$ cat config.mk
export PLATFORM = sky130hd
export DESIGN_NAME = tad_cordic_cell
export DESIGN_NICKNAME = d
export VERILOG_FILES = /design/src/sv/tad_pkg.sv /design/src/sv/tad_cordic_cell.sv
export SDC_FILE = /design/constraint.sdc
export NUM_CORES = 1
export LEC_CHECK = 0
export ABC_CLOCK_PERIOD_IN_PS = 5550
export BUFFER_PORTS_ARGS = -buffer_cell sky130_fd_sc_hd__clkbuf_2
export CAP_MARGIN = 20
export CELL_PAD_IN_SITES_DETAIL_PLACEMENT = 1
export CELL_PAD_IN_SITES_GLOBAL_PLACEMENT = 1
export CORE_UTILIZATION = 38
export DETAILED_ROUTE_END_ITERATION = 8
export HOLD_SLACK_MARGIN = 0.06
export PLACE_DENSITY_LB_ADDON = 0.3
export SLEW_MARGIN = 20
export SYNTH_ARGS = -nofsm -noshare
export SYNTH_HDL_FRONTEND = slang
export SYNTH_SLANG_ARGS = --single-unit
$ cat constraint.sdc
create_clock -name clk -period 5.55 [get_ports clk]
set_input_delay 0 -clock clk [delete_from_list [all_inputs] [get_ports clk]]
set_output_delay 0 -clock clk [all_outputs]
set_load 0.02 [all_outputs]
$ cat src/sv/tad_pkg.sv
package tad_pkg;

	// pipeline geometry
	localparam int CORDIC_STAGES = 16;
	localparam int STAGE_W       = 5;
	localparam int XW            = 27;
	localparam int ZW            = 18;
	localparam int DIV_STEPS     = 19;
	localparam int REM_W         = 14;
	localparam int OUT_W         = 19;

	// angles in radians * 2^14
	localparam logic signed [ZW-1:0] ANG_PI      = 18'sd51472;
	localparam logic signed [ZW-1:0] ANG_TWO_PI  = 18'sd102944;
	localparam logic signed [ZW-1:0] ANG_HALF_PI = 18'sd25736;

	typedef struct packed {
		logic signed [XW-1:0] x;
		logic signed [XW-1:0] y;
		logic signed [ZW-1:0] z;
	} cordic_t;

	typedef struct packed {
		logic valid;
		logic kind;
		logic roll_zero;
		logic pitch_zero;
	} tag_t;

	typedef struct packed {
		logic [REM_W-1:0]     rem;
		logic [DIV_STEPS-1:0] num;
		logic [DIV_STEPS-1:0] quo;
		logic [REM_W-1:0]     dvs;
		logic                 neg;
	} div_t;

	// round(atan(2^-i) * 2^14)
	function automatic logic signed [ZW-1:0] atan_tab(input logic [STAGE_W-1:0] i);
		logic signed [ZW-1:0] r;
		case (i)
			5'd0:    r = 18'sd12868;
			5'd1:    r = 18'sd7596;
			5'd2:    r = 18'sd4014;
			5'd3:    r = 18'sd2037;
			5'd4:    r = 18'sd1023;
			5'd5:    r = 18'sd512;
			5'd6:    r = 18'sd256;
			5'd7:    r = 18'sd128;
			5'd8:    r = 18'sd64;
			5'd9:    r = 18'sd32;
			5'd10:   r = 18'sd16;
			5'd11:   r = 18'sd8;
			5'd12:   r = 18'sd4;
			5'd13:   r = 18'sd2;
			5'd14:   r = 18'sd1;
			default: r = 18'sd0;
		endcase
		return r;
	endfunction

	// constant sets selected by pad kind
	function automatic logic [15:0] set_margin(input logic kind);
		return kind ? 16'd2860 : 16'd1430;
	endfunction

	function automatic logic [15:0] set_rpos(input logic kind);
		return kind ? 16'd11438 : 16'd7149;
	endfunction

	function automatic logic [15:0] set_rneg(input logic kind);
		return kind ? 16'd6434 : 16'd7149;
	endfunction

	function automatic logic signed [ZW-1:0] set_base(input logic kind);
		return kind ? 18'sd12868 : 18'sd2860;
	endfunction

	// scale by 256, pre-rotate into the right half plane
	function automatic cordic_t cordic_init(input logic signed [16:0] yi,
			input logic signed [16:0] xi);
		cordic_t r;
		logic signed [XW-1:0] xe;
		logic signed [XW-1:0] ye;
		xe = XW'(xi) <<< 8;
		ye = XW'(yi) <<< 8;
		r.x = xe;
		r.y = ye;
		r.z = '0;
		if (xe < 0) begin
			if (ye >= 0) begin
				r.x = ye;
				r.y = -xe;
				r.z = ANG_HALF_PI;
			end else begin
				r.x = -ye;
				r.y = xe;
				r.z = -ANG_HALF_PI;
			end
		end
		return r;
	endfunction

	// dead zone front end: magnitude, margin, divisor setup
	function automatic div_t dz_setup(input logic signed [ZW-1:0] a, input logic kind,
			input logic use_neg_range);
		div_t r;
		logic [ZW-1:0] mag;
		logic [15:0]   margin;
		logic [15:0]   rng;
		logic [15:0]   diff;
		logic [29:0]   num;
		mag    = a[ZW-1] ? ZW'(-a) : ZW'(a);
		margin = set_margin(kind);
		rng    = (use_neg_range && a[ZW-1]) ? set_rneg(kind) : set_rpos(kind);
		diff   = (mag[15:0] < margin) ? 16'd0 : mag[15:0] - margin;
		num    = {diff, 14'd0};
		r.rem  = REM_W'(num[29:DIV_STEPS]);
		r.num  = num[DIV_STEPS-1:0];
		r.quo  = '0;
		r.dvs  = REM_W'(rng - margin);
		r.neg  = a[ZW-1];
		return r;
	endfunction

endpackage

$ cat src/sv/tad_cordic_cell.sv
module tad_cordic_cell import tad_pkg::*; (
	input  logic                clk,
	input  logic                en,
	input  logic [STAGE_W-1:0]  stage,
	input  cordic_t             d,
	output cordic_t             q
);

	cordic_t cell_q;
	cordic_t nxt;
	logic signed [XW-1:0] xs;
	logic signed [XW-1:0] ys;

	// one vectoring micro-rotation, floor shifts
	always_comb begin
		xs = d.x >>> stage;
		ys = d.y >>> stage;
		if (!d.y[XW-1]) begin
			nxt.x = d.x + ys;
			nxt.y = d.y - xs;
			nxt.z = d.z + atan_tab(stage);
		end else begin
			nxt.x = d.x - ys;
			nxt.y = d.y + xs;
			nxt.z = d.z - atan_tab(stage);
		end
	end

	always_ff @(posedge clk) begin
		if (en) begin
			cell_q <= nxt;
		end
	end

	assign q = cell_q;

endmodule

==> results.toml <==
[sta]
finalMaxSlewViolations = 0
slew_headroom_pct = 34.6
setup_violations = 0
worst_pin_slew_ns = 0.980
holdWs_ns = 0.0861
fmax_mhz = 192
timing.setup.tns_ns = 0
rsz0062_at_grt = "no"
fin_crit_ns = 5.20
finalHoldViolCount = 0
fin_crit_sh_pct = 93.7

[clock_network]
tritoncts = "yes"
root_buffer = "clkbuf_16"
htreeDepth = 3
cts_sinks = 72
clkTransAtPathRegs_ns = 0.07
cts_max_path_buffers = 2
numCtsBuffers = 9

[logic_synthesis]
synth-seq-cells = 72
synth_edf_count = 72
synth_compound_area_share_pct = 20.3
synth_simple_gate_area_share_pct = 17.4
synthAdderAreaFrac_pct = 10.2
synth.mux.area_fraction_pct = 17.4
ys_types = 96
synth_top_family_by_area = "compound AO/OA/AOI/OAI gates"
yosys_warnings = 0
syn_avg_cell_area_um2 = 9.19
syn_area_um2 = 10600
ys_seq_area_share_pct = 20.3
syn-num-nets = 1320
synthCells = 1156
async_reset_ff_share_pct = 0
synth-xor-area-share_pct = 9.31
synth_ff_type = "edfxtp_1"

[placed_design]
gp_congestion = 0.942
port_buffers = 150
dp_hpwl_um = 29100
dpl.cell_count = 1697

[floorplan]
fp.coreArea_um2 = 27200
placementRows = 60
die_h_um = 169
io_pins = 151
start_util_pct = 39.1
die_area_um2 = 28600
die_w_um = 169

[global_route]
grt_max_degree = 73
overflow = 0
grt.total_usage_pct = 25.7
grt_pass1_vias = 10300
grt_antenna_before_repair = 0
grt_pass1_wl_um = 57400

[power_and_ir_drop]
ir_drop_mv = 0.166
p_leak_uw = 0.00520
power_density_nw_per_um2 = 262

[drt]
totalWireLength_um = 36800
drt-pass1-iter-count = 7
ant_nets = 0
drtIter0Drc = 701
post_drt_via_cell_ratio = 5.92
post-route-drc-count = 0
wl_per_cell_um = 21.4
vias = 10200

[job]
cap_viol_max_count = 0

[finish]
antenna_cells = 0
drive_gt1_share_pct = 25.4
nNetsFinal = 1503
largest_reg_flops = 72
area.growth.synth_to_final_pct = 17.0
n_fill_cell = 3223
final_cell_mix = "clkbuf_2, nor2_1, nand2_1"
final_common_cell = "clkbuf_2"
fin_cells = 1716

[setup_path]
worstSetupEndpointType = "flip-flop"
arrival_ns = 5.30
required_ns = 5.65
cp-start-kind = "input pin"
cp_max_fo = 18
worstSetupPathType = "input pin to flip-flop"

[outcome]
outcome = "finished, final reports clean"

[min_path]
holdCritPathClass = "input pin to flip-flop"
hold_depth = 4
[stage by stage]
step | worst slack, ns | power [uW] | area [um^2] | util (%)
2_1_floorplan | 0.668 | 2050 | 10600 | -
3_3_place_gp | 0.271 | 2520 | 12100 | 44.4
6_report | 0.348 | 3260 | 12400 | 45.8
4_1_cts | 0.323 | 3260 | 12400 | 45.7
3_5_place_dp | 0.0960 | 2570 | 12100 | 44.4
5_1_grt | 0.0654 | 3460 | 12400 | 45.8
[kinds of logic (layout without fill, tap and decap cells)]
group / Yosys count / after routing
flip-flops: 72 / 72
multiplexers: 111 / 111
adder cells (fa/ha/maj): 85 / 85
buffers and inverters: 100 / 288
AO/OA/AOI/OAI: 317 / 317
AND/OR/NAND/NOR: 358 / 358
XOR/XNOR: 113 / 113
[path summary, 6_finish.rpt]
path	startpoint	to	slack, ns
min	d[0]	q[0]	0.09
max	stage[1]	q[70]	0.35
[routing by layer]
layer  routed length [um]  global-route usage [%]
met4                 1200                    9.36
met3                 2040                    4.31
met1                16400                    33.3
met5                    0                       0
met2                17200                    43.0
[cell usage after synthesis, types with 16 or more instances]
library cell | count | area share, %
a21o_1 | 23 | 1.6
a21oi_1 | 79 | 3.7
a31oi_1 | 16 | 0.94
clkbuf_1 | 19 | 0.67
edfxtp_1 | 72 | 20
ha_1 | 82 | 9.7
inv_1 | 42 | 1.5
mux2_2 | 20 | 2.1
mux2i_1 | 33 | 3.1
mux4_2 | 47 | 10
nand2_1 | 92 | 3.3
nand2b_1 | 17 | 1.0
nand3_1 | 33 | 1.6
nor2_1 | 101 | 3.6
nor2b_1 | 17 | 1.0
nor3_1 | 26 | 1.2
o21ai_0 | 52 | 2.4
xnor2_1 | 79 | 6.5
xor2_1 | 34 | 2.8
[power by group]
| part | switching [uW] | internal [uW] | total [uW] |
|---|---|---|---|
| Sequential | 36.1 | 798 | 834 |
| Clock | 279 | 398 | 677 |
| Combinational | 1030 | 712 | 1750 |
[worst max-delay path, cell delays in order]
cell,delay [ns]
clkbuf_2,0.34
buf_4,0.30
or3_1,0.52
o221ai_1,0.48
o2bb2ai_1,0.15
a21o_1,0.28
ha_1,0.32
nand2_1,0.07
o21a_1,0.16
ha_1,0.23
nor2b_1,0.14
o31a_1,0.28
o31ai_1,0.37
a21oi_1,0.17
o31ai_1,0.48
o21ai_0,0.33
a41oi_1,0.37
a21oi_1,0.14
xor2_1,0.16
[final cells by class]
type	instances	area [um^2]	share of cell area, %
clock buffers	10	229	1.84
clock inverters	6	91.3	0.734
inverters	44	165	1.33
multi-input cells	984	7960	64.0
flip-flops and latches	72	2160	17.4
well taps	372	465	3.74
repair buffers	228	1360	10.9
[timing repair]
action,4_1_cts,5_1_grt
resized for setup,0,4
hold buffers,3,0
hold endpoints to repair,3,0
buffers inserted,0,0
setup endpoints to repair,0,5
(Power assumes the default switching activity.)
