## config.mk

```make
export PLATFORM = sky130hd
export DESIGN_NAME = tad_div_cell
export DESIGN_NICKNAME = d
export VERILOG_FILES = /design/src/sv/tad_pkg.sv /design/src/sv/tad_div_cell.sv
export SDC_FILE = /design/constraint.sdc
export NUM_CORES = 1
export LEC_CHECK = 0
export BUFFER_PORTS_ARGS = -buffer_cell sky130_fd_sc_hd__buf_2
export CAP_MARGIN = 0
export CORE_MARGIN = 10
export CORE_UTILIZATION = 45
export CTS_CLUSTER_SIZE = 12
export DETAILED_ROUTE_END_ITERATION = 16
export PLACE_DENSITY = 0.77
export SYNTH_ARGS = -nofsm -noshare
export SYNTH_HDL_FRONTEND = slang
export SYNTH_SLANG_ARGS = --single-unit
export TNS_END_PERCENT = 10
```

## constraint.sdc

```tcl
create_clock -name clk -period 5.9 [get_ports clk]
set_input_delay 0.59 -clock clk [delete_from_list [all_inputs] [get_ports clk]]
set_output_delay 0.59 -clock clk [all_outputs]
set_load 0.005 [all_outputs]
```

## src/sv/tad_pkg.sv

```systemverilog
package tad_pkg;

	// pipeline geometry
	localparam int CORDIC_STAGES = 16;
	localparam int STAGE_W       = 5;
	localparam int XW            = 27;
	localparam int ZW            = 18;
	localparam int DIV_STEPS     = 19;
	localparam int REM_W         = 14;
	localparam int OUT_W         = 19;

	// angles in radians * 2^14
	localparam logic signed [ZW-1:0] ANG_PI      = 18'sd51472;
	localparam logic signed [ZW-1:0] ANG_TWO_PI  = 18'sd102944;
	localparam logic signed [ZW-1:0] ANG_HALF_PI = 18'sd25736;

	typedef struct packed {
		logic signed [XW-1:0] x;
		logic signed [XW-1:0] y;
		logic signed [ZW-1:0] z;
	} cordic_t;

	typedef struct packed {
		logic valid;
		logic kind;
		logic roll_zero;
		logic pitch_zero;
	} tag_t;

	typedef struct packed {
		logic [REM_W-1:0]     rem;
		logic [DIV_STEPS-1:0] num;
		logic [DIV_STEPS-1:0] quo;
		logic [REM_W-1:0]     dvs;
		logic                 neg;
	} div_t;

	// round(atan(2^-i) * 2^14)
	function automatic logic signed [ZW-1:0] atan_tab(input logic [STAGE_W-1:0] i);
		logic signed [ZW-1:0] r;
		case (i)
			5'd0:    r = 18'sd12868;
			5'd1:    r = 18'sd7596;
			5'd2:    r = 18'sd4014;
			5'd3:    r = 18'sd2037;
			5'd4:    r = 18'sd1023;
			5'd5:    r = 18'sd512;
			5'd6:    r = 18'sd256;
			5'd7:    r = 18'sd128;
			5'd8:    r = 18'sd64;
			5'd9:    r = 18'sd32;
			5'd10:   r = 18'sd16;
			5'd11:   r = 18'sd8;
			5'd12:   r = 18'sd4;
			5'd13:   r = 18'sd2;
			5'd14:   r = 18'sd1;
			default: r = 18'sd0;
		endcase
		return r;
	endfunction

	// constant sets selected by pad kind
	function automatic logic [15:0] set_margin(input logic kind);
		return kind ? 16'd2860 : 16'd1430;
	endfunction

	function automatic logic [15:0] set_rpos(input logic kind);
		return kind ? 16'd11438 : 16'd7149;
	endfunction

	function automatic logic [15:0] set_rneg(input logic kind);
		return kind ? 16'd6434 : 16'd7149;
	endfunction

	function automatic logic signed [ZW-1:0] set_base(input logic kind);
		return kind ? 18'sd12868 : 18'sd2860;
	endfunction

	// scale by 256, pre-rotate into the right half plane
	function automatic cordic_t cordic_init(input logic signed [16:0] yi,
			input logic signed [16:0] xi);
		cordic_t r;
		logic signed [XW-1:0] xe;
		logic signed [XW-1:0] ye;
		xe = XW'(xi) <<< 8;
		ye = XW'(yi) <<< 8;
		r.x = xe;
		r.y = ye;
		r.z = '0;
		if (xe < 0) begin
			if (ye >= 0) begin
				r.x = ye;
				r.y = -xe;
				r.z = ANG_HALF_PI;
			end else begin
				r.x = -ye;
				r.y = xe;
				r.z = -ANG_HALF_PI;
			end
		end
		return r;
	endfunction

	// dead zone front end: magnitude, margin, divisor setup
	function automatic div_t dz_setup(input logic signed [ZW-1:0] a, input logic kind,
			input logic use_neg_range);
		div_t r;
		logic [ZW-1:0] mag;
		logic [15:0]   margin;
		logic [15:0]   rng;
		logic [15:0]   diff;
		logic [29:0]   num;
		mag    = a[ZW-1] ? ZW'(-a) : ZW'(a);
		margin = set_margin(kind);
		rng    = (use_neg_range && a[ZW-1]) ? set_rneg(kind) : set_rpos(kind);
		diff   = (mag[15:0] < margin) ? 16'd0 : mag[15:0] - margin;
		num    = {diff, 14'd0};
		r.rem  = REM_W'(num[29:DIV_STEPS]);
		r.num  = num[DIV_STEPS-1:0];
		r.quo  = '0;
		r.dvs  = REM_W'(rng - margin);
		r.neg  = a[ZW-1];
		return r;
	endfunction

endpackage

```

## src/sv/tad_div_cell.sv

```systemverilog
module tad_div_cell import tad_pkg::*; (
	input  logic clk,
	input  logic en,
	input  div_t d,
	output div_t q
);

	div_t cell_q;
	div_t nxt;
	logic [REM_W:0] t;
	logic           ge;

	// one restoring division step
	always_comb begin
		t       = {d.rem, d.num[DIV_STEPS-1]};
		ge      = t >= {1'b0, d.dvs};
		nxt     = d;
		nxt.rem = ge ? REM_W'(t - {1'b0, d.dvs}) : REM_W'(t);
		nxt.num = {d.num[DIV_STEPS-2:0], 1'b0};
		nxt.quo = {d.quo[DIV_STEPS-2:0], ge};
	end

	always_ff @(posedge clk) begin
		if (en) begin
			cell_q <= nxt;
		end
	end

	assign q = cell_q;

endmodule

```

==> results.cfg, run 1 <==
[run_status]
status = complete, no violations

[synth]
yosys_warnings = 0
synth_adder_area_share_pct = 6.95
synthSimpleGateAreaFrac_pct = 4.86
synth_xor_xnor_area_share_pct = 2.93
synth_cell_types = 47
synth_seq_area_share_pct = 66.4
syn_inst = 191
synthesis.nets = 276
synth.area.mux_share_pct = 6.58
synth_top_family_by_area = compound AO/OA/AOI/OAI gates
synth-compound-area-share_pct = 8.92
ys.flop_type = edfxtp_1
syn_area_mm2 = 0.00299
synth-edff-count = 66
ys_async_sr_fraction_pct = 0
postSynthAreaPerCell_um2 = 15.6
synth-seq-cells = 66

[global_routing]
use_met2_pct = 23.1
grt_first_pass_wirelength_um = 11300
grt_pass1_vias = 2128
antenna_found_initial = 0
busiest_layer = met2
overflow = 0
grtUsageMet3_pct = 8.03
grt_max_degree = 67
grt_util_met1_pct = 15.8
track_usage_pct = 14.4

[routing]
routed_via_density = 5.04
drt_wl_total_um = 7600
wl_per_cell_um = 18.3
ant_nets = 0
drt_iter0_drc = 120
dr.pass1.iters = 4
drcViolationCount = 0
vias = 2090

[timing]
setup_ws_ns = 3.08
fin_crit_sh_pct = 47.7
fmax_mhz = 355
hold_viol = 0
relSlewSlack_pct = 34.0
setup-violations-final = 0
worst_pin_slew_ns = 0.990
period_minus_slack_ns = 2.82
final.setup.tns_ns = 0
slew_viol_final = 0
grt_setup_unrepaired = false

[final_layout]
layoutNonFillerInstCount = 415
seqCellArea_mm2 = 0.00198
drive_above_1_share_pct = 50.3
area_growth_pct = 30.4
mostFrequentLayoutCell = buf_2
antenna-diode-count = 0
largest_register_ffs = 66
final_nets = 418
multi_input_area_um2 = 907
fillers = 513
final_cell_mix = 133 x buf_2, 66 x edfxtp_1, 20 x inv_1
finalCoreUtilization_pct = 61.0

[placed_design]
place_ws_ns = 2.69
gp_congestion = 0.791
dp.cells = 399
port_buffers = 133
dp_hpwl_um = 5990

[power]
peakVddDrop_mv = 0.207
p_leak_uw = 0.00175
finalPower_uw = 1110
p_per_area_mw_per_mm2 = 284

[cts]
root_buffer = clkbuf_8
clk_pin_slew_worst_paths_ns = 0.07
cts_num_sinks = 66
cts_tree = done
cts_hold_buf = 0
post_cts.repair.setup_buffers = 0
htreeDepth = 3
post_cts_resized = 0
cts_buffer_depth = 2
cts_buffers = 9

[floorplanning]
io_pins = 136
die_area_mm2 = 0.0103
core_region_area_mm2 = 0.00639
dieHeight_um = 101
initial_core_util_pct = 46.8
chipWidth_um = 101
rows = 29

[worst_setup_path]
critical_path_class = input port to register
path_buf_inv = 2
path_cells = buf_2 -> inv_1 -> ha_1 -> nor2b_1 -> o2111ai_1 -> nand3b_1 -> a31oi_1 -> o21ai_2 -> mux2_2
worst_ep_required_time_ns = 5.99
critical-path-top-delay-family = compound AO/OA/AOI/OAI gates
crit_path_max_incr_delay_ns = 0.80
worstPathArrival_ns = 2.91
critPathLaunchType = input port
worst-path-max-fanout = 15
slowest_stage = o21ai_2
endpoint_kind = register

[min_path]
hold_class = input port to register

[flow_run]
max_cap_viol_count = 0
-- per-layer routing --
layer	share of wire [%]	wire length (µm)	vias up
met2	46	3520	118
met5	0	0	-
met1	39	2930	955
met4	1.5	112	0
li1	-	-	1008
met3	14	1040	9
-- report_power, final --
group | internal (µW) | switching (µW)
Sequential | 570 | 9.96
Combinational | 108 | 103
Clock | 149 | 169
-- cells in the mapped netlist, types with 2 or more instances --
master     instances  share of area, %
a21oi_1            7               1.2
and3_1             2              0.42
edfxtp_1          66                66
ha_1              15               6.3
inv_1             20               2.5
mux2_2             5               1.9
mux2_4             8               4.0
mux2i_1            2              0.67
nand2_1            3              0.38
nand3_1            2              0.34
nand4_1            2              0.42
nor2_1             4              0.50
nor2b_1            3              0.63
nor3_1             3              0.50
o2111ai_1          2              0.59
o21a_1             5               1.3
o21ai_0            2              0.34
o22ai_1            2              0.42
or3_1              2              0.42
xnor2_1            8               2.3
xor2_1             2              0.59
-- cells by family after synthesis --
| family | Yosys count |
|---|---|
| AND/OR/NAND/NOR | 25 |
| XOR/XNOR | 10 |
| other | 1 |
| buffers and inverters | 23 |
| adder cells (fa/ha/maj) | 16 |
| flip-flops | 66 |
| AO/OA/AOI/OAI | 35 |
| multiplexers | 15 |
-- worst paths after layout --
kind	startpoint	to	slack, ns	depth (start not counted)
hold / removal	d[43]	q[44]$_DFFE_PP_	0.42	1
setup / recovery	d[2]	q[66]$_DFFE_PP_	3.08	9
-- area by class of cell --
type | instances | area share (%)
Timing Repair Buffer | 134 | 17.3
Inverter | 20 | 1.93
Sequential cell | 66 | 50.9
Tap cell | 77 | 2.47
Clock inverter | 6 | 0.867
Clock buffer | 10 | 3.28
Multi-Input combinational cell | 102 | 23.3
-- through the flow --
step                      hold slack (ns)  cell area (µm²)
after floorplan                     0.689             2990
after global placement              0.767             3730
after detailed placement            0.768             3730
after CTS                           0.408             3890
after global routing                0.389             3890
final                               0.421             3890
(Power assumes the default switching activity.)
==> inputs of run 2 (changes only) <==
--- a/config.mk
+++ b/config.mk
@@ -8,10 +8,10 @@
 export BUFFER_PORTS_ARGS = -buffer_cell sky130_fd_sc_hd__buf_2
 export CAP_MARGIN = 0
 export CORE_MARGIN = 10
-export CORE_UTILIZATION = 45
+export CORE_UTILIZATION = 42
 export CTS_CLUSTER_SIZE = 12
 export DETAILED_ROUTE_END_ITERATION = 16
-export PLACE_DENSITY = 0.77
+export PLACE_DENSITY = 0.76
 export SYNTH_ARGS = -nofsm -noshare
 export SYNTH_HDL_FRONTEND = slang
 export SYNTH_SLANG_ARGS = --single-unit
==> constraint.sdc (replaced) <==
create_clock -name clk -period 2.5 [get_ports clk]
set_input_delay 0.25 -clock clk [delete_from_list [all_inputs] [get_ports clk]]
set_output_delay 0.25 -clock clk [all_outputs]
set_load 0.005 [all_outputs]
==> run 2 against run 1 <==
Via count up 5.4%. Routed wire length up 4.5%. Die area up 5.7%. Flip-flop and latch count unchanged. Non-clock buffer count up 16. Hold slack worse by 0.34 ns. Sequential power up 140%. Design area up 5.7%. Combinational power rose to 2.5 times the previous value. Global-route usage up 0.28 points. Critical path depth up 2. Clock-buffer cell count down 1. Highest routed layer unchanged.
==> results.cfg, run 2 (same netlist as run 1, synthesis figures left out) <==
[worst_setup_path]
worst-path-max-fanout = 6
critPathLaunchType = input port
worst_ep_required_time_ns = 2.59
worstPathArrival_ns = 2.32
critical_path_class = input port to register
endpoint_kind = register

[final_layout]
final_nets = 434
final_cell_mix = 133 x buf_2, 66 x edfxtp_1, 20 x inv_1
finalCoreUtilization_pct = 59.9
mostFrequentLayoutCell = buf_2
area_growth_pct = 37.8
largest_register_ffs = 66
antenna-diode-count = 0
drive_above_1_share_pct = 52.7

[cts]
clk_pin_slew_worst_paths_ns = 0.07
root_buffer = clkbuf_8
htreeDepth = 3
cts_buffers = 9
post_cts.repair.setup_buffers = 0
cts_tree = done
cts_buffer_depth = 2
cts_hold_buf = 0
cts_num_sinks = 66

[power]
p_leak_uw = 0.00186
peakVddDrop_mv = 0.334
p_per_area_mw_per_mm2 = 716
finalPower_uw = 2950

[min_path]
hold_end = q[42]$_DFFE_PP_
hold_path_depth = 1
hp-start = d[41]
hold_class = input port to register

[routing]
drt_iter0_drc = 141
drcViolationCount = 0
ant_nets = 0
dr.pass1.iters = 5
wl_per_cell_um = 17.7
routed_via_density = 4.91
drt_wl_total_um = 7950
vias = 2203

[floorplanning]
chipWidth_um = 104
core_region_area_mm2 = 0.00687
io_pins = 136
dieHeight_um = 104
die_area_mm2 = 0.0109
rows = 30
initial_core_util_pct = 43.5

[global_routing]
overflow = 0
grt_first_pass_wirelength_um = 12600
grt_pass1_vias = 2314
grt_max_degree = 30
antenna_found_initial = 0
track_usage_pct = 14.7

[timing]
relSlewSlack_pct = 58.1
fin_crit_sh_pct = 89.0
fmax_mhz = 450
hold_viol = 0
slew_viol_final = 0
period_minus_slack_ns = 2.22
worst_pin_slew_ns = 0.627
grt_setup_unrepaired = false
setup-violations-final = 0

[placed_design]
dp_hpwl_um = 6400
port_buffers = 133
gp_congestion = 0.915

[run_status]
status = complete, no violations

[flow_run]
max_cap_viol_count = 0
## run 2: repair_timing
action	4_1_cts	5_1_grt
endpoints found under the setup margin	0	6
hold endpoints to repair	0	0
resized for setup	0	1
## run 2: layout make-up
cell class / instances / area [µm²]
timing repair buffer: 150 / 793
multi-input combinational: 102 / 915
inverter: 20 / 75.1
tap: 96 / 120
clock buffer: 9 / 124
sequential: 66 / 1980
fill: 573 / 2750
clock inverter: 6 / 106
## run 2: report_power, final
| group | total, µW | switching [µW] | internal, µW |
|---|---|---|---|
| logic | 537 | 256 | 281 |
| clock network | 1040 | 393 | 651 |
| registers | 1370 | 21.1 | 1340 |
| total | 2950 | 670 | 2280 |
## run 2: worst max path at each step
stage          cells past startpoint  start              end  slack (ns)
4_1_cts                            9   d[2]  q[54]$_DFFE_PP_        0.14
2_1_floorplan                      9   d[8]  q[58]$_DFFE_PP_        0.30
3_3_place_gp                       8   d[6]  q[54]$_DFFE_PP_       -0.18
3_5_place_dp                       9   d[2]  q[54]$_DFFE_PP_       -0.22
6_report                          11  d[52]  q[63]$_DFFE_PP_        0.28
5_1_grt                           11  d[52]  q[63]$_DFFE_PP_      0.0006
## run 2: critical path, cell delays in order
cell and delay (ns):
buf_2 0.09, inv_1 0.08, ha_1 0.14, inv_1 0.05, fa_1 0.40, a21oi_1 0.22
o22ai_1 0.12, o21a_1 0.27, o31ai_1 0.30, o41ai_1 0.12, mux2_4 0.26
## run 2: layer usage
layer	global-route usage (%)	share of wire [%]
met2	24.6	48
met1	16.4	39
met4	5.37	1.4
met5	0	0
met3	5.95	12
## run 2: stage by stage
step	hold slack [ns]	setup TNS (ns)	cell area (µm²)	setup WS, ns	instances
after floorplan	0.349	0	2990	0.299	191
after global placement	0.427	-1.95	3880	-0.181	434
after detailed placement	0.429	-2.41	3880	-0.220	434
after CTS	0.0691	0	4110	0.139	449
after global routing	0.0673	0	4120	0.000646	449
final	0.0856	0	4120	0.276	449
